### config.mk
export PLATFORM = sky130hd
export DESIGN_NAME = multichannel_adsr_envelope
export DESIGN_NICKNAME = d
export VERILOG_FILES = /design/src/design/madsr_pkg.sv /design/src/design/madsr_divider.sv /design/src/design/multichannel_adsr_envelope.sv
export SDC_FILE = /design/constraint.sdc
export NUM_CORES = 2
export LEC_CHECK = 0
export ABC_AREA = 0
export BUFFER_PORTS_ARGS = -buffer_cell sky130_fd_sc_hd__buf_4
export CORE_MARGIN = 2
export CORE_UTILIZATION = 36
export DETAILED_ROUTE_END_ITERATION = 10
export REMOVE_ABC_BUFFERS = 1
export SLEW_MARGIN = 10
export SYNTH_ARGS = -nofsm -noshare
export SYNTH_HDL_FRONTEND = slang
export SYNTH_HIERARCHICAL = 1
export SYNTH_SLANG_ARGS = --single-unit
### constraint.sdc
create_clock -name clk -period 16.4 [get_ports clk]
set_clock_uncertainty 0.05 [all_clocks]
set_input_delay 0.82 -clock clk [delete_from_list [all_inputs] [get_ports clk]]
set_output_delay 0.82 -clock clk [all_outputs]
set_load 0.02 [all_outputs]
### src/design/madsr_pkg.sv
// shared constants, types and helpers for the multichannel adsr envelope engine
package madsr_pkg;

    localparam int NUM_CHANNELS  = 16;
    localparam int NUM_ENVELOPES = 16;
    localparam int AMP_FRAC_BITS = 16;
    localparam int CH_W   = $clog2(NUM_CHANNELS);
    localparam int ENV_W  = $clog2(NUM_ENVELOPES);
    localparam int AMP_W  = 7 + AMP_FRAC_BITS;
    localparam int DIV_W  = AMP_W;
    localparam int DIV_CNT_W = $clog2(DIV_W + 1);
    localparam logic [AMP_W-1:0] FULL_AMP = AMP_W'(127) << AMP_FRAC_BITS;

    localparam logic [2:0] OP_TICK = 3'd0;
    localparam logic [2:0] OP_ON   = 3'd1;
    localparam logic [2:0] OP_OFF  = 3'd2;
    localparam logic [2:0] OP_CTRL = 3'd3;
    localparam logic [2:0] OP_LOAD = 3'd4;

    localparam logic [1:0] ACT_SET   = 2'd0;
    localparam logic [1:0] ACT_START = 2'd1;
    localparam logic [1:0] ACT_STOP  = 2'd2;

    localparam logic [2:0] PH_IDLE    = 3'd0;
    localparam logic [2:0] PH_ATTACK  = 3'd1;
    localparam logic [2:0] PH_DECAY   = 3'd2;
    localparam logic [2:0] PH_SUSTAIN = 3'd3;
    localparam logic [2:0] PH_RELEASE = 3'd4;

    typedef struct packed {
        logic [7:0] atk;
        logic [7:0] dec;
        logic [6:0] sus;
        logic [7:0] rel;
    } env_entry_t;

    typedef struct packed {
        logic             start;
        logic [DIV_W-1:0] num;
        logic [DIV_W-1:0] den;
    } div_req_t;

    typedef struct packed {
        logic             busy;
        logic             done;
        logic [DIV_W-1:0] quo;
    } div_rsp_t;

    // floor(p / 127) by reciprocal estimate and one correction, clamped to 127
    function automatic logic [6:0] div127(input logic [13:0] p);
        logic [21:0] est;
        logic [7:0]  q;
        logic [13:0] r;
        est = 22'(p) * 22'd129;
        q   = est[21:14];
        r   = p - 14'(14'(q) * 14'd127);
        if (r >= 14'd127)
            q = q + 8'd1;
        return (q > 8'd127) ? 7'd127 : q[6:0];
    endfunction

endpackage

### src/design/madsr_divider.sv
// shared restoring divider, one quotient bit per cycle
module madsr_divider
    import madsr_pkg::*;
(
    input  logic     clk,
    input  logic     rst_n,
    input  div_req_t req,
    output div_rsp_t rsp
);

    logic [DIV_W-1:0]     rem_reg, rem_next;
    logic [DIV_W-1:0]     quo_reg, quo_next;
    logic [DIV_W-1:0]     den_reg, den_next;
    logic [DIV_CNT_W-1:0] cnt_reg, cnt_next;
    logic                 busy_reg, busy_next;
    logic                 done_reg, done_next;
    logic [DIV_W:0]       trial;

    always_comb
    begin
        rem_next  = rem_reg;
        quo_next  = quo_reg;
        den_next  = den_reg;
        cnt_next  = cnt_reg;
        busy_next = busy_reg;
        done_next = 1'b0;
        trial     = {rem_reg, quo_reg[DIV_W-1]} - {1'b0, den_reg};
        if (req.start)
        begin
            rem_next  = '0;
            quo_next  = req.num;
            den_next  = req.den;
            cnt_next  = DIV_CNT_W'(DIV_W);
            busy_next = 1'b1;
        end
        else if (busy_reg)
        begin
            if (!trial[DIV_W])
                rem_next = trial[DIV_W-1:0];
            else
                rem_next = {rem_reg[DIV_W-2:0], quo_reg[DIV_W-1]};
            quo_next = {quo_reg[DIV_W-2:0], ~trial[DIV_W]};
            cnt_next = cnt_reg - 1'b1;
            if (cnt_reg == DIV_CNT_W'(1))
            begin
                busy_next = 1'b0;
                done_next = 1'b1;
            end
        end
    end

    always_ff @(posedge clk or negedge rst_n)
    begin
        if (!rst_n)
        begin
            busy_reg <= 1'b0;
            done_reg <= 1'b0;
            cnt_reg  <= '0;
        end
        else
        begin
            busy_reg <= busy_next;
            done_reg <= done_next;
            cnt_reg  <= cnt_next;
        end
    end

    always_ff @(posedge clk)
    begin
        rem_reg <= rem_next;
        quo_reg <= quo_next;
        den_reg <= den_next;
    end

    assign rsp.busy = busy_reg;
    assign rsp.done = done_reg;
    assign rsp.quo  = quo_reg;

endmodule

### src/design/multichannel_adsr_envelope.sv
// top level of the sixteen-channel adsr envelope engine
// usage:
// - one command transfer when start is high and busy is low; busy stays high
//   until the last result of that command has been issued
// - results appear on out_channel, action, volume, last for one cycle each,
//   marked by strobe; last flags the final result of a command
// - load, note off with envelope and unused opcodes give no result
// - note on, note off, controller and load pass through the command state; the
//   result, if any, is strobed as busy drops
// - a tick walks the sixteen channels in order: a skipped channel only passes the
//   scan state; a channel with an envelope waits on the shared bit-serial divider
//   for the step size, then applies it, scales the volume unless its release ends,
//   and emits; results trail one channel behind
// - reset clears all channel state and restores the default envelope entries
// - the receiver cannot stall; results are simply issued one per strobe
module multichannel_adsr_envelope
    import madsr_pkg::*;
(
    input  logic       clk,
    input  logic       rst_n,
    input  logic       start,
    output logic       busy,
    input  logic [2:0] opcode,
    input  logic [3:0] channel,
    input  logic [6:0] velocity,
    input  logic [6:0] channel_volume,
    input  logic       env_valid,
    input  logic [3:0] env_index,
    input  logic [7:0] attack_len,
    input  logic [7:0] decay_len,
    input  logic [6:0] sustain_level,
    input  logic [7:0] release_len,
    output logic       strobe,
    output logic [3:0] out_channel,
    output logic [1:0] action,
    output logic [6:0] volume,
    output logic       last
);

    typedef enum logic [3:0] {
        S_IDLE, S_CMD, S_SCAN, S_STEP_WAIT, S_APPLY, S_VOL_MUL, S_EMIT, S_FLUSH
    } state_t;

    state_t state_reg;

    env_entry_t           env_reg    [NUM_ENVELOPES];
    logic                 active_reg [NUM_CHANNELS];
    logic [2:0]           phase_reg  [NUM_CHANNELS];
    logic [AMP_W-1:0]     amp_reg    [NUM_CHANNELS];
    logic [6:0]           base_reg   [NUM_CHANNELS];
    logic                 evalid_reg [NUM_CHANNELS];
    logic [3:0]           eidx_reg   [NUM_CHANNELS];

    logic [2:0]  op_reg;
    logic [3:0]  ch_reg;
    logic [6:0]  vel_reg, cvol_reg;
    logic        ev_reg;
    logic [3:0]  ei_reg;
    logic [CH_W:0] scan_reg;
    logic [CH_W-1:0] cur_reg;
    logic [AMP_W-1:0] amp_w_reg;
    logic [AMP_W+6:0] prod_reg;
    logic        stop_reg;

    logic        pend_reg;
    logic [3:0]  pch_reg;
    logic [1:0]  pact_reg;
    logic [6:0]  pvol_reg;

    logic        strobe_reg, last_reg;
    logic [3:0]  och_reg;
    logic [1:0]  act_reg;
    logic [6:0]  vol_reg;

    logic             div_go_reg;
    logic [DIV_W-1:0] div_num_reg, div_den_reg;

    div_req_t dreq;
    div_rsp_t drsp;

    env_entry_t       ce;
    logic [AMP_W-1:0] sus_amp, cur_amp;
    logic [2:0]       cphase;
    logic [AMP_W+6:0] prod;
    logic [6:0]       base_on;
    logic [13:0]      vc;
    logic [6:0]       vol_q;
    logic             rel_done;
    logic [AMP_W:0]   sum_att;
    logic [AMP_W:0]   sum_sus;

    logic             chan_ok;
    logic [7:0]       len1_s;
    logic [AMP_W-1:0] span_s;
    logic [CH_W-1:0]  sidx;
    env_entry_t       se;
    logic [AMP_W-1:0] ssus;

    madsr_divider u_div (.clk(clk), .rst_n(rst_n), .req(dreq), .rsp(drsp));

    always_comb
    begin
        dreq.start = div_go_reg;
        dreq.num   = div_num_reg;
        dreq.den   = div_den_reg;
    end

    always_comb
    begin
        ce       = env_reg[eidx_reg[cur_reg][ENV_W-1:0]];
        sus_amp  = AMP_W'(ce.sus) << AMP_FRAC_BITS;
        cur_amp  = amp_reg[cur_reg];
        cphase   = phase_reg[cur_reg];
        sum_att  = {1'b0, cur_amp} + {1'b0, drsp.quo};
        sum_sus  = {1'b0, sus_amp} + {1'b0, drsp.quo};
        rel_done = (cphase == PH_RELEASE) && (cur_amp <= drsp.quo);
        prod     = (AMP_W+7)'(amp_w_reg) * (AMP_W+7)'(base_reg[cur_reg]);
        vol_q    = div127(prod_reg[AMP_W+6:AMP_FRAC_BITS]);
        vc       = 14'(vel_reg) * 14'(cvol_reg);
        base_on  = div127(vc) >> 1;
    end

    always_comb
    begin
        sidx    = scan_reg[CH_W-1:0];
        chan_ok = active_reg[sidx] && evalid_reg[sidx]
                  && (32'(eidx_reg[sidx]) < NUM_ENVELOPES);
        se      = env_reg[eidx_reg[sidx][ENV_W-1:0]];
        ssus    = AMP_W'(se.sus) << AMP_FRAC_BITS;
        case (phase_reg[sidx])
            PH_ATTACK: begin len1_s = se.atk; span_s = FULL_AMP; end
            PH_DECAY:  begin len1_s = se.dec; span_s = FULL_AMP - ssus; end
            default:   begin len1_s = se.rel; span_s = ssus; end
        endcase
        if (len1_s == 8'd0)
            len1_s = 8'd1;
    end

    always_ff @(posedge clk or negedge rst_n)
    begin
        if (!rst_n)
        begin
            state_reg   <= S_IDLE;
            strobe_reg  <= 1'b0;
            last_reg    <= 1'b0;
            och_reg     <= '0;
            act_reg     <= ACT_SET;
            vol_reg     <= '0;
            pend_reg    <= 1'b0;
            pch_reg     <= '0;
            pact_reg    <= ACT_SET;
            pvol_reg    <= '0;
            div_go_reg  <= 1'b0;
            div_num_reg <= '0;
            div_den_reg <= '0;
            op_reg      <= OP_TICK;
            ch_reg      <= '0;
            vel_reg     <= '0;
            cvol_reg    <= '0;
            ev_reg      <= 1'b0;
            ei_reg      <= '0;
            scan_reg    <= '0;
            cur_reg     <= '0;
            amp_w_reg   <= '0;
            prod_reg    <= '0;
            stop_reg    <= 1'b0;
            for (int i = 0; i < NUM_ENVELOPES; i++)
                env_reg[i] <= '{atk: 8'd4, dec: 8'd8, sus: 7'd100, rel: 8'd12};
            for (int i = 0; i < NUM_CHANNELS; i++)
            begin
                active_reg[i] <= 1'b0;
                phase_reg[i]  <= PH_IDLE;
                amp_reg[i]    <= '0;
                base_reg[i]   <= 7'd127;
                evalid_reg[i] <= 1'b0;
                eidx_reg[i]   <= '0;
            end
        end
        else
        begin
            strobe_reg <= 1'b0;
            div_go_reg <= 1'b0;
            unique case (state_reg)
                S_IDLE:
                begin
                    if (start)
                    begin
                        op_reg   <= opcode;
                        ch_reg   <= channel;
                        vel_reg  <= velocity;
                        cvol_reg <= channel_volume;
                        ev_reg   <= env_valid;
                        ei_reg   <= env_index;
                        if (opcode == OP_LOAD && 32'(env_index) < NUM_ENVELOPES)
                            env_reg[env_index[ENV_W-1:0]] <= '{atk: attack_len,
                                dec: decay_len, sus: sustain_level, rel: release_len};
                        state_reg <= (opcode == OP_TICK) ? S_SCAN : S_CMD;
                        scan_reg  <= '0;
                        pend_reg  <= 1'b0;
                    end
                end
                S_CMD:
                begin
                    state_reg <= S_IDLE;
                    if (32'(ch_reg) < NUM_CHANNELS)
                    begin
                        unique case (op_reg)
                            OP_ON:
                            begin
                                base_reg[ch_reg[CH_W-1:0]]   <= base_on;
                                active_reg[ch_reg[CH_W-1:0]] <= 1'b1;
                                evalid_reg[ch_reg[CH_W-1:0]] <= ev_reg;
                                eidx_reg[ch_reg[CH_W-1:0]]   <= ei_reg;
                                if (ev_reg)
                                begin
                                    phase_reg[ch_reg[CH_W-1:0]] <= PH_ATTACK;
                                    amp_reg[ch_reg[CH_W-1:0]]   <= '0;
                                end
                                strobe_reg <= 1'b1;
                                last_reg   <= 1'b1;
                                och_reg    <= ch_reg;
                                act_reg    <= ACT_START;
                                vol_reg    <= base_on;
                            end
                            OP_OFF:
                            begin
                                if (!ev_reg)
                                begin
                                    active_reg[ch_reg[CH_W-1:0]] <= 1'b0;
                                    strobe_reg <= 1'b1;
                                    last_reg   <= 1'b1;
                                    och_reg    <= ch_reg;
                                    act_reg    <= ACT_STOP;
                                    vol_reg    <= '0;
                                end
                                else
                                    phase_reg[ch_reg[CH_W-1:0]] <= PH_RELEASE;
                            end
                            OP_CTRL:
                            begin
                                evalid_reg[ch_reg[CH_W-1:0]] <= ev_reg;
                                eidx_reg[ch_reg[CH_W-1:0]]   <= ei_reg;
                                strobe_reg <= 1'b1;
                                last_reg   <= 1'b1;
                                och_reg    <= ch_reg;
                                act_reg    <= ACT_SET;
                                vol_reg    <= base_reg[ch_reg[CH_W-1:0]];
                            end
                            default: ;
                        endcase
                    end
                end
                S_SCAN:
                begin
                    if (scan_reg == (CH_W+1)'(NUM_CHANNELS))
                        state_reg <= S_FLUSH;
                    else
                    begin
                        cur_reg  <= sidx;
                        scan_reg <= scan_reg + 1'b1;
                        if (chan_ok)
                        begin
                            state_reg   <= S_STEP_WAIT;
                            div_go_reg  <= 1'b1;
                            div_num_reg <= DIV_W'(span_s) + DIV_W'(len1_s) - DIV_W'(1);
                            div_den_reg <= DIV_W'(len1_s);
                        end
                    end
                end
                S_STEP_WAIT:
                begin
                    if (drsp.done)
                        state_reg <= S_APPLY;
                end
                S_APPLY:
                begin
                    stop_reg  <= rel_done;
                    amp_w_reg <= cur_amp;
                    unique case (cphase)
                        PH_ATTACK:
                        begin
                            if (sum_att >= {1'b0, FULL_AMP})
                            begin
                                amp_w_reg <= FULL_AMP;
                                phase_reg[cur_reg] <= PH_DECAY;
                            end
                            else
                                amp_w_reg <= sum_att[AMP_W-1:0];
                        end
                        PH_DECAY:
                        begin
                            if ({1'b0, cur_amp} <= sum_sus)
                            begin
                                amp_w_reg <= sus_amp;
                                phase_reg[cur_reg] <= PH_SUSTAIN;
                            end
                            else
                                amp_w_reg <= cur_amp - drsp.quo;
                        end
                        PH_RELEASE:
                        begin
                            if (rel_done)
                            begin
                                amp_reg[cur_reg]    <= '0;
                                phase_reg[cur_reg]  <= PH_IDLE;
                                active_reg[cur_reg] <= 1'b0;
                            end
                            else
                                amp_w_reg <= cur_amp - drsp.quo;
                        end
                        default: ;
                    endcase
                    state_reg <= rel_done ? S_EMIT : S_VOL_MUL;
                end
                S_VOL_MUL:
                begin
                    amp_reg[cur_reg] <= amp_w_reg;
                    prod_reg  <= prod;
                    state_reg <= S_EMIT;
                end
                S_EMIT:
                begin
                    if (pend_reg)
                    begin
                        strobe_reg <= 1'b1;
                        last_reg   <= 1'b0;
                        och_reg    <= pch_reg;
                        act_reg    <= pact_reg;
                        vol_reg    <= pvol_reg;
                    end
                    pend_reg  <= 1'b1;
                    pch_reg   <= 4'(cur_reg);
                    pact_reg  <= stop_reg ? ACT_STOP : ACT_SET;
                    pvol_reg  <= stop_reg ? 7'd0 : vol_q;
                    state_reg <= S_SCAN;
                end
                S_FLUSH:
                begin
                    if (pend_reg)
                    begin
                        strobe_reg <= 1'b1;
                        last_reg   <= 1'b1;
                        och_reg    <= pch_reg;
                        act_reg    <= pact_reg;
                        vol_reg    <= pvol_reg;
                    end
                    pend_reg  <= 1'b0;
                    state_reg <= S_IDLE;
                end
                default: state_reg <= S_IDLE;
            endcase
        end
    end

    assign busy        = (state_reg != S_IDLE);
    assign strobe      = strobe_reg;
    assign out_channel = och_reg;
    assign action      = act_reg;
    assign volume      = vol_reg;
    assign last        = last_reg;

endmodule

==> impl_metrics.csv <==
group,metric,value,unit
run_status,outcome,"complete, no violations",
min_path,hold_class,"in2reg",
synthesis,synthCells,6807,
cts,cts_tree,"built",
floorplanning,fp-row-count,170,
timing,rsz0062_at_grt,"false",
detailed_routing,ant_nets,0,
placed_design,portBuffers,75,
detailed_routing,vias,56185,
placed_design,dp_worst_setup_slack,2.29,ns
cts,postCtsHoldBufs,1,
worst_setup_path,critPathArrivalTime,14.83,ns
worst_setup_path,timing.rr.start,"vel_reg[5]",
layout,fin_cells,9627,
cts,numClockSinks,1331,
detailed_routing,drc,0,
worst_setup_path,endpoint_kind,"flop",
synthesis,avgSynthCellArea,11.5,sq um
worst_setup_path,worstPathRequired,17.04,ns
detailed_routing,drt-pass1-iter-count,6,
timing,fmax,70.5,MHz
detailed_routing,wl,235000,um
synthesis,synth_area,0.0781,sq mm
timing,relSlewSlack,0.221,
cts,cts_setup_buffers,0,
timing,finalWorstSetupSlack,2.21,ns
cts,cts_resized,0,
layout,nNetsFinal,7191,
floorplanning,start_util,0.363,
global_route,grt_pass1_wl,361000,um
global_route,antenna_found_initial,8,
worst_setup_path,endpoint,"volume[3]",
job,cap_violations,0,
worst_setup_path,reg2reg_depth,41,
worst_setup_path,regToRegEndpoint,"volume[3]",
detailed_routing,drt-initial-drc-count,5215,
timing,setup_violations,0,
timing,final_hold_viol_count,0,
global_route,grt_usage,0.210,
detailed_routing,viasPerCell,5.84,
timing,post-route-min-period,14.19,ns
cts,clk_latency,0.83,ns
worst_setup_path,cp_slowest_cell,"nor3_1",
floorplanning,die_w,470,um
layout,drive_gt1_frac,0.253,
cts,clk_pin_slew,0.06,ns
timing,whs,0.203,ns
floorplanning,core_area,0.215,sq mm
cts,cts_max_path_buffers,3,
layout,largest_reg_flops,496,
placed_design,dp.cells,9349,
cts,cts_buffers,148,
floorplanning,die_area,0.221,sq mm
timing,worstMarginPinSlew,1.16,ns
floorplanning,ios,76,
global_route,grt_pass1_vias,57375,
timing,tns,0,ns
worst_setup_path,cp-start-kind,"flop",
placed_design,dp.final_hpwl,145000,um
layout,syn_to_final_growth,10.7,%
floorplanning,die_h,470,um
timing,final_max_slew_viol_count,0,
detailed_routing,wl_per_cell,24.4,um
timing,period_share,0.865,
global_route,grt_max_degree,193,
worst_setup_path,slowest_delay,0.82,ns
worst_setup_path,startpoint,"vel_reg[5]",
cts,cts_max_level,4,
cts,cts_root_buf,"clkbuf_16",
worst_setup_path,cp_max_fo,17,
worst_setup_path,critPathKind,"reg2reg",
worst_setup_path,r2r_slack,2.21,ns
worst_setup_path,crit_path_frequent_cell,"fa_1",
global_route,grt.overflow.total,0,
synthesis,yosys_warnings,6,
placed_design,gp_congestion,0.864,
min_path,hp-start,"channel_volume[1]",
## layout make-up
type	instances	area, sq um
antenna	4	10.0
clock buffer	225	4450
clock inverter	48	668
fill	20192	129000
inverter	350	1310
multi-input combinational	4640	41200
sequential	1331	33700
tap	2838	3550
timing repair buffer	191	1520
## through the flow
stage,area [sq um],utilization
2_1_floorplan,76000,-
5_1_grt,86400,0.402
3_5_place_dp,81300,0.378
3_3_place_gp,81300,0.378
6_report,86400,0.402
4_1_cts,86400,0.402
## critical path: cells and delay by family (launching register included)
| kind | cells | cell delay [ns] |
|---|---|---|
| DFF | 1 | 0.47 |
| adders and majority gates | 13 | 5.43 |
| and+or+nand+nor | 6 | 1.89 |
| buffers and inverters | 5 | 0.31 |
| muxes | 1 | 0.30 |
| AOI/OAI and AO/OA | 12 | 3.64 |
| xor gates and xnor gates | 4 | 1.96 |
## cells in the final DEF (no fill, tap or decap), types with 27 or more instances in the layout
cell type / instances
dfrtp_1: 1030
nand2_1: 773
mux2_2: 673
o2bb2ai_1: 369
inv_1: 347
mux4_2: 278
ha_1: 273
o21ai_0: 254
nor2_1: 233
dfstp_2: 224
fa_1: 196
buf_4: 184
a21oi_1: 154
clkbuf_16: 153
nand3_1: 109
and2_1: 109
xnor2_1: 107
mux2i_1: 93
and3_1: 78
a211oi_1: 62
a311oi_1: 55
nor3_1: 50
a31oi_1: 47
a21o_1: 46
edfxtp_1: 46
nor2b_1: 44
a22o_1: 43
xor2_1: 42
clkbuf_1: 37
nand2b_1: 35
clkbuf_8: 35
nand4_1: 32
o21ai_1: 27
## worst min-delay path by stage
stage                        to  cells after the start
6_report            cvol_reg[1]                      2
2_1_floorplan  u_div/den_reg[4]                      0
3_5_place_dp   u_div/den_reg[2]                      0
3_3_place_gp   u_div/den_reg[3]                      0
5_1_grt              vel_reg[1]                      2
4_1_cts              vel_reg[2]                      2
## metal layers
metal	global-route usage	share of wire	vias to the layer above
met2	0.334	0.46	2024
li1	-	-	24402
met1	0.286	0.43	29248
met5	0	0.000085	-
met4	0.0697	0.034	4
met3	0.0439	0.071	507
Power is left out: the tool's default activity adds up to more than one toggle a clock period on the data nets, which glitch-free logic cannot reach.
